**src/design/hjg_pkg.sv**
```systemverilog
// ----------------------------------------------------------------------------
// hjg_pkg
// Shared widths, defaults, controller states and the command and status
// bundles that connect the Halton jitter controller and datapath.
// ----------------------------------------------------------------------------
package hjg_pkg;

    localparam int FRAME_W         = 32;
    localparam int JIT_W           = 16;
    localparam int CFG_W           = 9;
    localparam int CFG_RESET       = 8;
    localparam int MAX_SAMPLES_DEF = 256;
    localparam int FRAC_BITS_DEF   = 16;

    localparam logic [31:0] JIT_POS_MAX = 32'd32767;
    localparam logic [31:0] JIT_NEG_MAG = 32'd32768;

    typedef enum logic [3:0] {
        S_IDLE,
        S_MOD,
        S_DIG_INIT,
        S_DIG,
        S_DIVX_INIT,
        S_DIVX,
        S_DIVY_INIT,
        S_DIVY,
        S_DONE
    } t_hjg_state;

    typedef struct packed {
        logic load;
        logic mod_step;
        logic dig_init;
        logic dig_step;
        logic divx_init;
        logic divy_init;
        logic div_step;
        logic save_x;
        logic out_load;
    } t_hjg_cmd;

    typedef struct packed {
        logic digits_done;
        logic out_free;
    } t_hjg_sts;

endpackage

```
**src/design/hjg_ctrl.sv**
```systemverilog
// ----------------------------------------------------------------------------
// hjg_ctrl
// Sequencer for the jitter generator: modulo loop, digit loop, and two
// fraction divisions on the shared restoring divider, then result hand-off.
// ----------------------------------------------------------------------------
module hjg_ctrl #(
    parameter int FRAC_BITS = hjg_pkg::FRAC_BITS_DEF
) (
    input  logic              i_clk,
    input  logic              i_rst_n,
    input  logic              i_valid,
    input  hjg_pkg::t_hjg_sts i_sts,
    output hjg_pkg::t_hjg_cmd o_cmd,
    output logic              o_busy
);

    localparam int MAXSTEP = (hjg_pkg::FRAME_W > FRAC_BITS) ? hjg_pkg::FRAME_W : FRAC_BITS;
    localparam int STEP_W  = $clog2(MAXSTEP);
    localparam logic [STEP_W-1:0] FRAME_LAST = STEP_W'(hjg_pkg::FRAME_W - 1);
    localparam logic [STEP_W-1:0] FRAC_LAST  = STEP_W'(FRAC_BITS - 1);

    hjg_pkg::t_hjg_state r_state, n_state;
    logic [STEP_W-1:0]   r_step, n_step;

    always_ff @(posedge i_clk) begin
        if (!i_rst_n) begin
            r_state <= hjg_pkg::S_IDLE;
            r_step  <= '0;
        end else begin
            r_state <= n_state;
            r_step  <= n_step;
        end
    end

    always_comb begin
        n_state = r_state;
        n_step  = r_step;
        o_cmd   = '0;
        o_busy  = 1'b1;
        unique case (r_state)
            hjg_pkg::S_IDLE: begin
                o_busy = 1'b0;
                if (i_valid) begin
                    o_cmd.load = 1'b1;
                    n_step     = '0;
                    n_state    = hjg_pkg::S_MOD;
                end
            end
            hjg_pkg::S_MOD: begin
                o_cmd.mod_step = 1'b1;
                n_step         = r_step + STEP_W'(1);
                if (r_step == FRAME_LAST) begin
                    n_state = hjg_pkg::S_DIG_INIT;
                end
            end
            hjg_pkg::S_DIG_INIT: begin
                o_cmd.dig_init = 1'b1;
                n_state        = hjg_pkg::S_DIG;
            end
            hjg_pkg::S_DIG: begin
                if (i_sts.digits_done) begin
                    n_state = hjg_pkg::S_DIVX_INIT;
                end else begin
                    o_cmd.dig_step = 1'b1;
                end
            end
            hjg_pkg::S_DIVX_INIT: begin
                o_cmd.divx_init = 1'b1;
                n_step          = '0;
                n_state         = hjg_pkg::S_DIVX;
            end
            hjg_pkg::S_DIVX: begin
                o_cmd.div_step = 1'b1;
                n_step         = r_step + STEP_W'(1);
                if (r_step == FRAC_LAST) begin
                    n_state = hjg_pkg::S_DIVY_INIT;
                end
            end
            hjg_pkg::S_DIVY_INIT: begin
                o_cmd.save_x    = 1'b1;
                o_cmd.divy_init = 1'b1;
                n_step          = '0;
                n_state         = hjg_pkg::S_DIVY;
            end
            hjg_pkg::S_DIVY: begin
                o_cmd.div_step = 1'b1;
                n_step         = r_step + STEP_W'(1);
                if (r_step == FRAC_LAST) begin
                    n_state = hjg_pkg::S_DONE;
                end
            end
            hjg_pkg::S_DONE: begin
                if (i_sts.out_free) begin
                    o_cmd.out_load = 1'b1;
                    n_state        = hjg_pkg::S_IDLE;
                end
            end
            default: begin
                n_state = hjg_pkg::S_IDLE;
            end
        endcase
    end

endmodule

```
**src/design/hjg_datapath.sv**
```systemverilog
// ----------------------------------------------------------------------------
// hjg_datapath
// Sample count register, shared restoring divider (frame modulo and fraction
// scaling), base-2 and base-3 digit reversal, saturation and output register.
// ----------------------------------------------------------------------------
module hjg_datapath #(
    parameter int MAX_SAMPLES = hjg_pkg::MAX_SAMPLES_DEF,
    parameter int FRAC_BITS   = hjg_pkg::FRAC_BITS_DEF
) (
    input  logic                             i_clk,
    input  logic                             i_rst_n,
    input  logic                             i_wr_en,
    input  logic        [hjg_pkg::CFG_W-1:0]   i_wr_data,
    input  logic        [hjg_pkg::FRAME_W-1:0] i_frame_number,
    input  logic                             i_stall,
    input  hjg_pkg::t_hjg_cmd                i_cmd,
    output hjg_pkg::t_hjg_sts                o_sts,
    output logic                             o_valid,
    output logic signed [hjg_pkg::JIT_W-1:0]   o_jitter_x,
    output logic signed [hjg_pkg::JIT_W-1:0]   o_jitter_y
);

    localparam int FW    = hjg_pkg::FRAME_W;
    localparam int JW    = hjg_pkg::JIT_W;
    localparam int CW    = hjg_pkg::CFG_W;
    localparam int NW    = $clog2(MAX_SAMPLES + 1);
    localparam int DW    = NW + 2;
    localparam int RW    = DW + 2;
    localparam int QW    = FRAC_BITS;
    localparam int SH    = NW + 2;
    localparam int PW    = NW + SH;
    localparam int INV3  = (2 ** SH) / 3;

    logic [CW-1:0]        r_seq_len;
    logic [FW-1:0]        r_frame;
    logic [RW-1:0]        r_rem;
    logic [RW-1:0]        r_divisor;
    logic [QW-1:0]        r_quo;
    logic                 r_neg;
    logic [NW-1:0]        r_n2, r_n3;
    logic [DW-1:0]        r_num2, r_den2, r_num3, r_den3;
    logic signed [JW-1:0] r_jx;
    logic signed [JW-1:0] r_out_x, r_out_y;
    logic                 r_out_valid;

    logic [31:0]          c_sc_ext;
    logic [NW-1:0]        c_count;
    logic                 c_in_bit;
    logic [RW-1:0]        c_shift;
    logic                 c_ge;
    logic [RW-1:0]        c_rem_next;
    logic [SH-1:0]        c_inv3;
    logic [PW-1:0]        c_prod;
    logic [NW-1:0]        c_q_est;
    logic [NW+1:0]        c_three_q;
    logic [NW+1:0]        c_r3;
    logic                 c_fix;
    logic [1:0]           c_digit;
    logic [NW-1:0]        c_q3;
    logic [NW-1:0]        c_n_first;
    logic [DW-1:0]        c_sel_num, c_sel_den;
    logic [DW:0]          c_twice, c_den_ext, c_mag;
    logic                 c_neg;
    logic [31:0]          c_quo_ext;
    logic signed [JW-1:0] c_jit;

    assign c_sc_ext = 32'(r_seq_len);

    always_comb begin
        priority if (c_sc_ext == 32'd0) begin
            c_count = NW'(1);
        end else if (c_sc_ext > 32'(MAX_SAMPLES)) begin
            c_count = NW'(MAX_SAMPLES);
        end else begin
            c_count = NW'(r_seq_len);
        end
    end

    assign c_in_bit   = i_cmd.mod_step & r_frame[FW-1];
    assign c_shift    = {r_rem[RW-2:0], c_in_bit};
    assign c_ge       = (c_shift >= r_divisor);
    assign c_rem_next = c_ge ? (c_shift - r_divisor) : c_shift;

    assign c_inv3    = SH'(INV3);
    assign c_prod    = {{SH{1'b0}}, r_n3} * {{NW{1'b0}}, c_inv3};
    assign c_q_est   = c_prod[PW-1:SH];
    assign c_three_q = {2'b00, c_q_est} + {1'b0, c_q_est, 1'b0};
    assign c_r3      = {2'b00, r_n3} - c_three_q;
    assign c_fix     = (c_r3 >= (NW+2)'(3));
    assign c_digit   = c_fix ? 2'(c_r3 - (NW+2)'(3)) : 2'(c_r3);
    assign c_q3      = c_fix ? (c_q_est + NW'(1)) : c_q_est;

    assign c_n_first = r_rem[NW-1:0] + NW'(1);

    assign c_sel_num = i_cmd.divy_init ? r_num3 : r_num2;
    assign c_sel_den = i_cmd.divy_init ? r_den3 : r_den2;
    assign c_twice   = {c_sel_num, 1'b0};
    assign c_den_ext = {1'b0, c_sel_den};
    assign c_neg     = (c_twice < c_den_ext);
    assign c_mag     = c_neg ? (c_den_ext - c_twice) : (c_twice - c_den_ext);

    assign c_quo_ext = 32'(r_quo);

    always_comb begin
        if (r_neg) begin
            if (c_quo_ext > hjg_pkg::JIT_NEG_MAG) begin
                c_jit = JW'(hjg_pkg::JIT_NEG_MAG);
            end else begin
                c_jit = JW'(32'd0 - c_quo_ext);
            end
        end else begin
            if (c_quo_ext > hjg_pkg::JIT_POS_MAX) begin
                c_jit = JW'(hjg_pkg::JIT_POS_MAX);
            end else begin
                c_jit = JW'(c_quo_ext);
            end
        end
    end

    always_ff @(posedge i_clk) begin
        if (!i_rst_n) begin
            r_seq_len   <= CW'(hjg_pkg::CFG_RESET);
            r_out_valid <= 1'b0;
        end else begin
            if (i_wr_en) begin
                r_seq_len <= i_wr_data;
            end
            if (i_cmd.out_load) begin
                r_out_valid <= 1'b1;
            end else if (!i_stall) begin
                r_out_valid <= 1'b0;
            end
        end
    end

    always_ff @(posedge i_clk) begin
        if (i_cmd.load) begin
            r_frame   <= i_frame_number;
            r_rem     <= '0;
            r_divisor <= {{(RW-NW){1'b0}}, c_count};
        end
        if (i_cmd.mod_step) begin
            r_frame <= {r_frame[FW-2:0], 1'b0};
        end
        if (i_cmd.mod_step || i_cmd.div_step) begin
            r_rem <= c_rem_next;
            r_quo <= {r_quo[QW-2:0], c_ge};
        end
        if (i_cmd.dig_init) begin
            r_n2   <= c_n_first;
            r_n3   <= c_n_first;
            r_num2 <= '0;
            r_num3 <= '0;
            r_den2 <= DW'(1);
            r_den3 <= DW'(1);
        end
        if (i_cmd.dig_step) begin
            if (r_n2 != '0) begin
                r_num2 <= {r_num2[DW-2:0], r_n2[0]};
                r_den2 <= {r_den2[DW-2:0], 1'b0};
                r_n2   <= {1'b0, r_n2[NW-1:1]};
            end
            if (r_n3 != '0) begin
                r_num3 <= {r_num3[DW-2:0], 1'b0} + r_num3 + DW'(c_digit);
                r_den3 <= {r_den3[DW-2:0], 1'b0} + r_den3;
                r_n3   <= c_q3;
            end
        end
        if (i_cmd.divx_init || i_cmd.divy_init) begin
            r_rem     <= {1'b0, c_mag};
            r_divisor <= {1'b0, c_sel_den, 1'b0};
            r_neg     <= c_neg;
        end
        if (i_cmd.save_x) begin
            r_jx <= c_jit;
        end
        if (i_cmd.out_load) begin
            r_out_x <= r_jx;
            r_out_y <= c_jit;
        end
    end

    assign o_sts.digits_done = (r_n2 == '0) && (r_n3 == '0);
    assign o_sts.out_free    = !r_out_valid || !i_stall;
    assign o_valid           = r_out_valid;
    assign o_jitter_x        = r_out_x;
    assign o_jitter_y        = r_out_y;

endmodule

```
**src/design/halton_jitter_generator.sv**
```systemverilog
// ----------------------------------------------------------------------------
// halton_jitter_generator
// Sub-pixel jitter pair from the base-2 and base-3 Halton sequence.
// ----------------------------------------------------------------------------
// A request carries a 32-bit frame number on i_frame_number with i_valid; it
// is taken on a clock edge where i_valid is high and o_stall is low. The frame
// number is reduced modulo the sample count register (i_wr_en/i_wr_data,
// clamped to 1..MAX_SAMPLES), and index+1 is turned into radical inverses in
// base 2 and 3, minus one half, in signed units of 2^-FRAC_BITS pixel.
// The work is done on the shared restoring divider, one bit per cycle (32
// modulo steps and FRAC_BITS steps for each axis), and in the reversal loop,
// one digit per cycle. One request is in flight at a time; o_stall drops at
// the edge that loads the result, so a new request is taken only once the
// previous result is loaded.
// The result is held on o_jitter_x/o_jitter_y with o_valid until taken on an
// edge where i_stall is low; a new request is accepted while it waits, and a
// finished result waits in the controller until the output register frees.
// Reset (i_rst_n low, synchronous) returns to idle, drops o_valid and sets
// the sample count to 8.
// ----------------------------------------------------------------------------
module halton_jitter_generator #(
    parameter int MAX_SAMPLES = hjg_pkg::MAX_SAMPLES_DEF,
    parameter int FRAC_BITS   = hjg_pkg::FRAC_BITS_DEF
) (
    input  logic                             i_clk,
    input  logic                             i_rst_n,
    input  logic                             i_wr_en,
    input  logic        [hjg_pkg::CFG_W-1:0]   i_wr_data,
    input  logic                             i_valid,
    output logic                             o_stall,
    input  logic        [hjg_pkg::FRAME_W-1:0] i_frame_number,
    output logic                             o_valid,
    input  logic                             i_stall,
    output logic signed [hjg_pkg::JIT_W-1:0]   o_jitter_x,
    output logic signed [hjg_pkg::JIT_W-1:0]   o_jitter_y
);

    hjg_pkg::t_hjg_cmd w_cmd;
    hjg_pkg::t_hjg_sts w_sts;

    hjg_ctrl #(
        .FRAC_BITS(FRAC_BITS)
    ) u_ctrl (
        .i_clk  (i_clk),
        .i_rst_n(i_rst_n),
        .i_valid(i_valid),
        .i_sts  (w_sts),
        .o_cmd  (w_cmd),
        .o_busy (o_stall)
    );

    hjg_datapath #(
        .MAX_SAMPLES(MAX_SAMPLES),
        .FRAC_BITS  (FRAC_BITS)
    ) u_datapath (
        .i_clk         (i_clk),
        .i_rst_n       (i_rst_n),
        .i_wr_en       (i_wr_en),
        .i_wr_data     (i_wr_data),
        .i_frame_number(i_frame_number),
        .i_stall       (i_stall),
        .i_cmd         (w_cmd),
        .o_sts         (w_sts),
        .o_valid       (o_valid),
        .o_jitter_x    (o_jitter_x),
        .o_jitter_y    (o_jitter_y)
    );

endmodule

```
**config.mk**
```make
export PLATFORM = sky130hd
export DESIGN_NAME = halton_jitter_generator
export DESIGN_NICKNAME = d
export VERILOG_FILES = /design/src/design/hjg_pkg.sv /design/src/design/hjg_ctrl.sv /design/src/design/hjg_datapath.sv /design/src/design/halton_jitter_generator.sv
export SDC_FILE = /design/constraint.sdc
export NUM_CORES = 1
export LEC_CHECK = 0
export BUFFER_PORTS_ARGS = -buffer_cell sky130_fd_sc_hd__clkbuf_2
export CAP_MARGIN = 20
export CORE_MARGIN = 1
export CORE_UTILIZATION = 50
export DETAILED_ROUTE_END_ITERATION = 16
export PLACE_DENSITY = 0.79
export SYNTH_ARGS = -nofsm -noshare
export SYNTH_HDL_FRONTEND = slang
export SYNTH_SLANG_ARGS = --single-unit
```
**constraint.sdc**
```tcl
create_clock -name i_clk -period 22.6 [get_ports i_clk]
set_clock_uncertainty 0.1 [all_clocks]
set_input_delay 3.39 -clock i_clk [delete_from_list [all_inputs] [get_ports i_clk]]
set_output_delay 3.39 -clock i_clk [all_outputs]
set_load 0.1 [all_outputs]
```
==> results_dict.tcl <==
set metrics [dict create \
    syn2layout_area_growth_pct 11.3 \
    ctsResizeCount 0 \
    synthFlopType "edfxtp_1" \
    numCtsBuffers 21 \
    num_rows 57 \
    grt_pass1_wl_mm 44.0 \
    fin_crit_ns 9.66 \
    worst_path_max_delay_cell "dfxtp_1" \
    tightest_slew_ns 1.07 \
    rsz0062_at_grt "false" \
    ys_seq_elements 202 \
    arrival_ns 9.93 \
    wirelength_mm 26.6 \
    numPortBuffers 79 \
    drc 0 \
    antennaDiodeCount 0 \
    hp-class "reg -> reg" \
    htreeDepth 1 \
    synth_cells 1246 \
    yosysSeqAreaShare_pct 42.0 \
    drtIter0Drc 555 \
    synth.distinct_cells 66 \
    r2r_cells 34 \
    die_w_um 160 \
    dp_hpwl_mm 19.8 \
    grt_pass1_vias 9110 \
    postRouteAntennaNets 0 \
    crit_top_cell "ha_1" \
    fin_nets 1503 \
    drv_slew 0 \
    max_freq_mhz 104 \
    grt_use_met3_pct 2.60 \
    finalHoldViolCount 0 \
    post-route-period-util_pct 42.7 \
    setup_viol 0 \
    met1_usage_pct 26.2 \
    clk_latency_ns 0.50 \
    cts_sinks 202 \
    ys_warn_count 0 \
    die_area_um2 25600 \
    die_h_um 160 \
    boundaryPins 80 \
    drt_first_pass_iters 4 \
    layout-drive-gt1-share_pct 11.4 \
    synth_area_leaders "edfxtp_1, dfxtp_1, ha_1, fa_1, o21ai_0" \
    maxCapViolations 0 \
    seq_area_um2 5250 \
    tritoncts "built" \
    finalSetupTns_ns 0 \
    postCtsHoldBufs 0 \
    yosys.area.top_type "edfxtp_1" \
    async_reset_ff_share_pct 0 \
    routedWlPerCell_um 16.1 \
    synth_edf_count 120 \
    grt_max_degree 55 \
    layout.cells.most_common "ha_1" \
    via_per_inst 5.72 \
    endpoint_kind "register" \
    initial_utilization_pct 51.2 \
    clock_path_buffers 3 \
    top_usage_layer "met2" \
    status "finished, final reports clean" \
    path_class "reg -> reg" \
    coreArea_um2 24400 \
    holdPathStages 0 \
    relSlewSlack_pct 28.7 \
    met2_usage_pct 37.7 \
    layout_common_cells "ha_1, edfxtp_1, nand2_1, inv_1, o21ai_0" \
    netlist.area_leader.share_pct 28.8 \
    multiInputGateArea_um2 6670 \
    grt_usage_pct 20.7 \
    slowest_delay_ns 0.56 \
    postSynthAreaPerCell_um2 10.0 \
    gp_routability_congestion 0.882 \
    grt_remaining_overflow 0 \
    cp-start-kind "register" \
    antenna_found_initial 0 \
    fill_cells 2105 \
    vias 9431 \
    synth_nets 1440 \
    cp_max_fo 8 \
    post-cts-setup-buffer-count 0 \
    synth_area_um2 12500 \
    required_ns 22.87 \
    cts-root-buf "clkbuf_16" \
    clkTransAtPathRegs_ns 0.06 \
]
stage by stage:
stage | hold WS [ns] | setup slack, ns | utilization [%] | std cells | area [µm²]
after floorplan | 0.300 | 13.88 | - | 1246 | 12500
after CTS | 0.315 | 12.99 | 56.8 | 1646 | 13900
after global placement | 0.302 | 13.37 | 54.2 | 1608 | 13200
final | 0.312 | 12.94 | 57.0 | 1648 | 13900
after detailed placement | 0.305 | 12.98 | 54.2 | 1608 | 13200
after global routing | 0.318 | 12.34 | 57.0 | 1648 | 13900
cell usage after synthesis (17+ instances only):
| cell type | count |
|---|---|
| xor2_1 | 33 |
| xnor2_1 | 23 |
| nor3_1 | 17 |
| edfxtp_1 | 120 |
| fa_1 | 24 |
| nor2b_1 | 17 |
| ha_1 | 124 |
| nand2_1 | 114 |
| a21o_1 | 19 |
| inv_1 | 113 |
| a21oi_1 | 54 |
| nand3_1 | 33 |
| o21ai_0 | 87 |
| dfxtp_1 | 82 |
| mux2i_1 | 39 |
| a22o_1 | 31 |
| clkbuf_1 | 47 |
| nor2_1 | 66 |
sequential cells by signal (all words and copies together) (netlist names), 9 cells and up:
name	flops
u_datapath.r_frame	32
u_datapath.o_jitter_x	16
u_datapath.o_jitter_y	16
u_datapath.r_jx	16
u_datapath.r_quo	16
u_datapath.r_divisor	12
u_datapath.r_rem	12
u_datapath.r_den2	11
u_datapath.r_den3	11
u_datapath.r_num2	11
u_datapath.r_num3	11
u_datapath.r_n2	9
u_datapath.r_n3	9
u_datapath.r_seq_len	9
critical path: cells and delay by family (launching register included):
kind	cells	cell delay, ns
flip-flops	1	0.56
XOR/XNOR	1	0.12
AO/OA/AOI/OAI	15	3.62
buffers and inverters	2	0.10
multiplexers	1	0.39
AND/OR/NAND/NOR	6	1.31
adder cells (fa/ha/maj)	9	3.30
per-layer routing:
layer  part of all wire (%)  vias up  wire, µm
li1                       -     4634         -
met2                     51      207     13600
met1                     43     4558     11400
met5                      0        -         0
met4                    1.7        0       461
met3                    4.3       32      1140
area by class of cell:
class | count | share of cell area, %
clock buffer | 29 | 4.14
inverter | 113 | 3.05
multi-input combinational | 880 | 48.0
clock inverter | 9 | 0.531
tap | 324 | 2.92
sequential | 202 | 37.7
timing repair buffer | 91 | 3.66
cell families after synthesis:
kind of cell	after synthesis	synth area share (%)
AOI/OAI and AO/OA	315	17.0
and+or+nand+nor	315	12.1
buffers and inverters	164	4.94
adders and majority gates	148	16.3
muxes	46	3.75
DFF	202	42.0
xor gates and xnor gates	56	3.93
path summary, 6_finish.rpt:
| check | end | startpoint | slack [ns] |
|---|---|---|---|
| max | u_datapath.r_num3[10]$_DFF_P_ | u_datapath.r_n3[1]$_DFF_P_ | 12.94 |
| min reg2reg | u_datapath.o_jitter_x[5]$_DFFE_PP_ | u_datapath.r_jx[5]$_DFFE_PP_ | 0.31 |
| min | u_datapath.o_jitter_x[5]$_DFFE_PP_ | u_datapath.r_jx[5]$_DFFE_PP_ | 0.31 |
| max reg2reg | u_datapath.r_num3[10]$_DFF_P_ | u_datapath.r_n3[1]$_DFF_P_ | 12.94 |
Power is not shown: default switching activity piles up to over one toggle a cycle in this logic, so the estimate is an artifact.
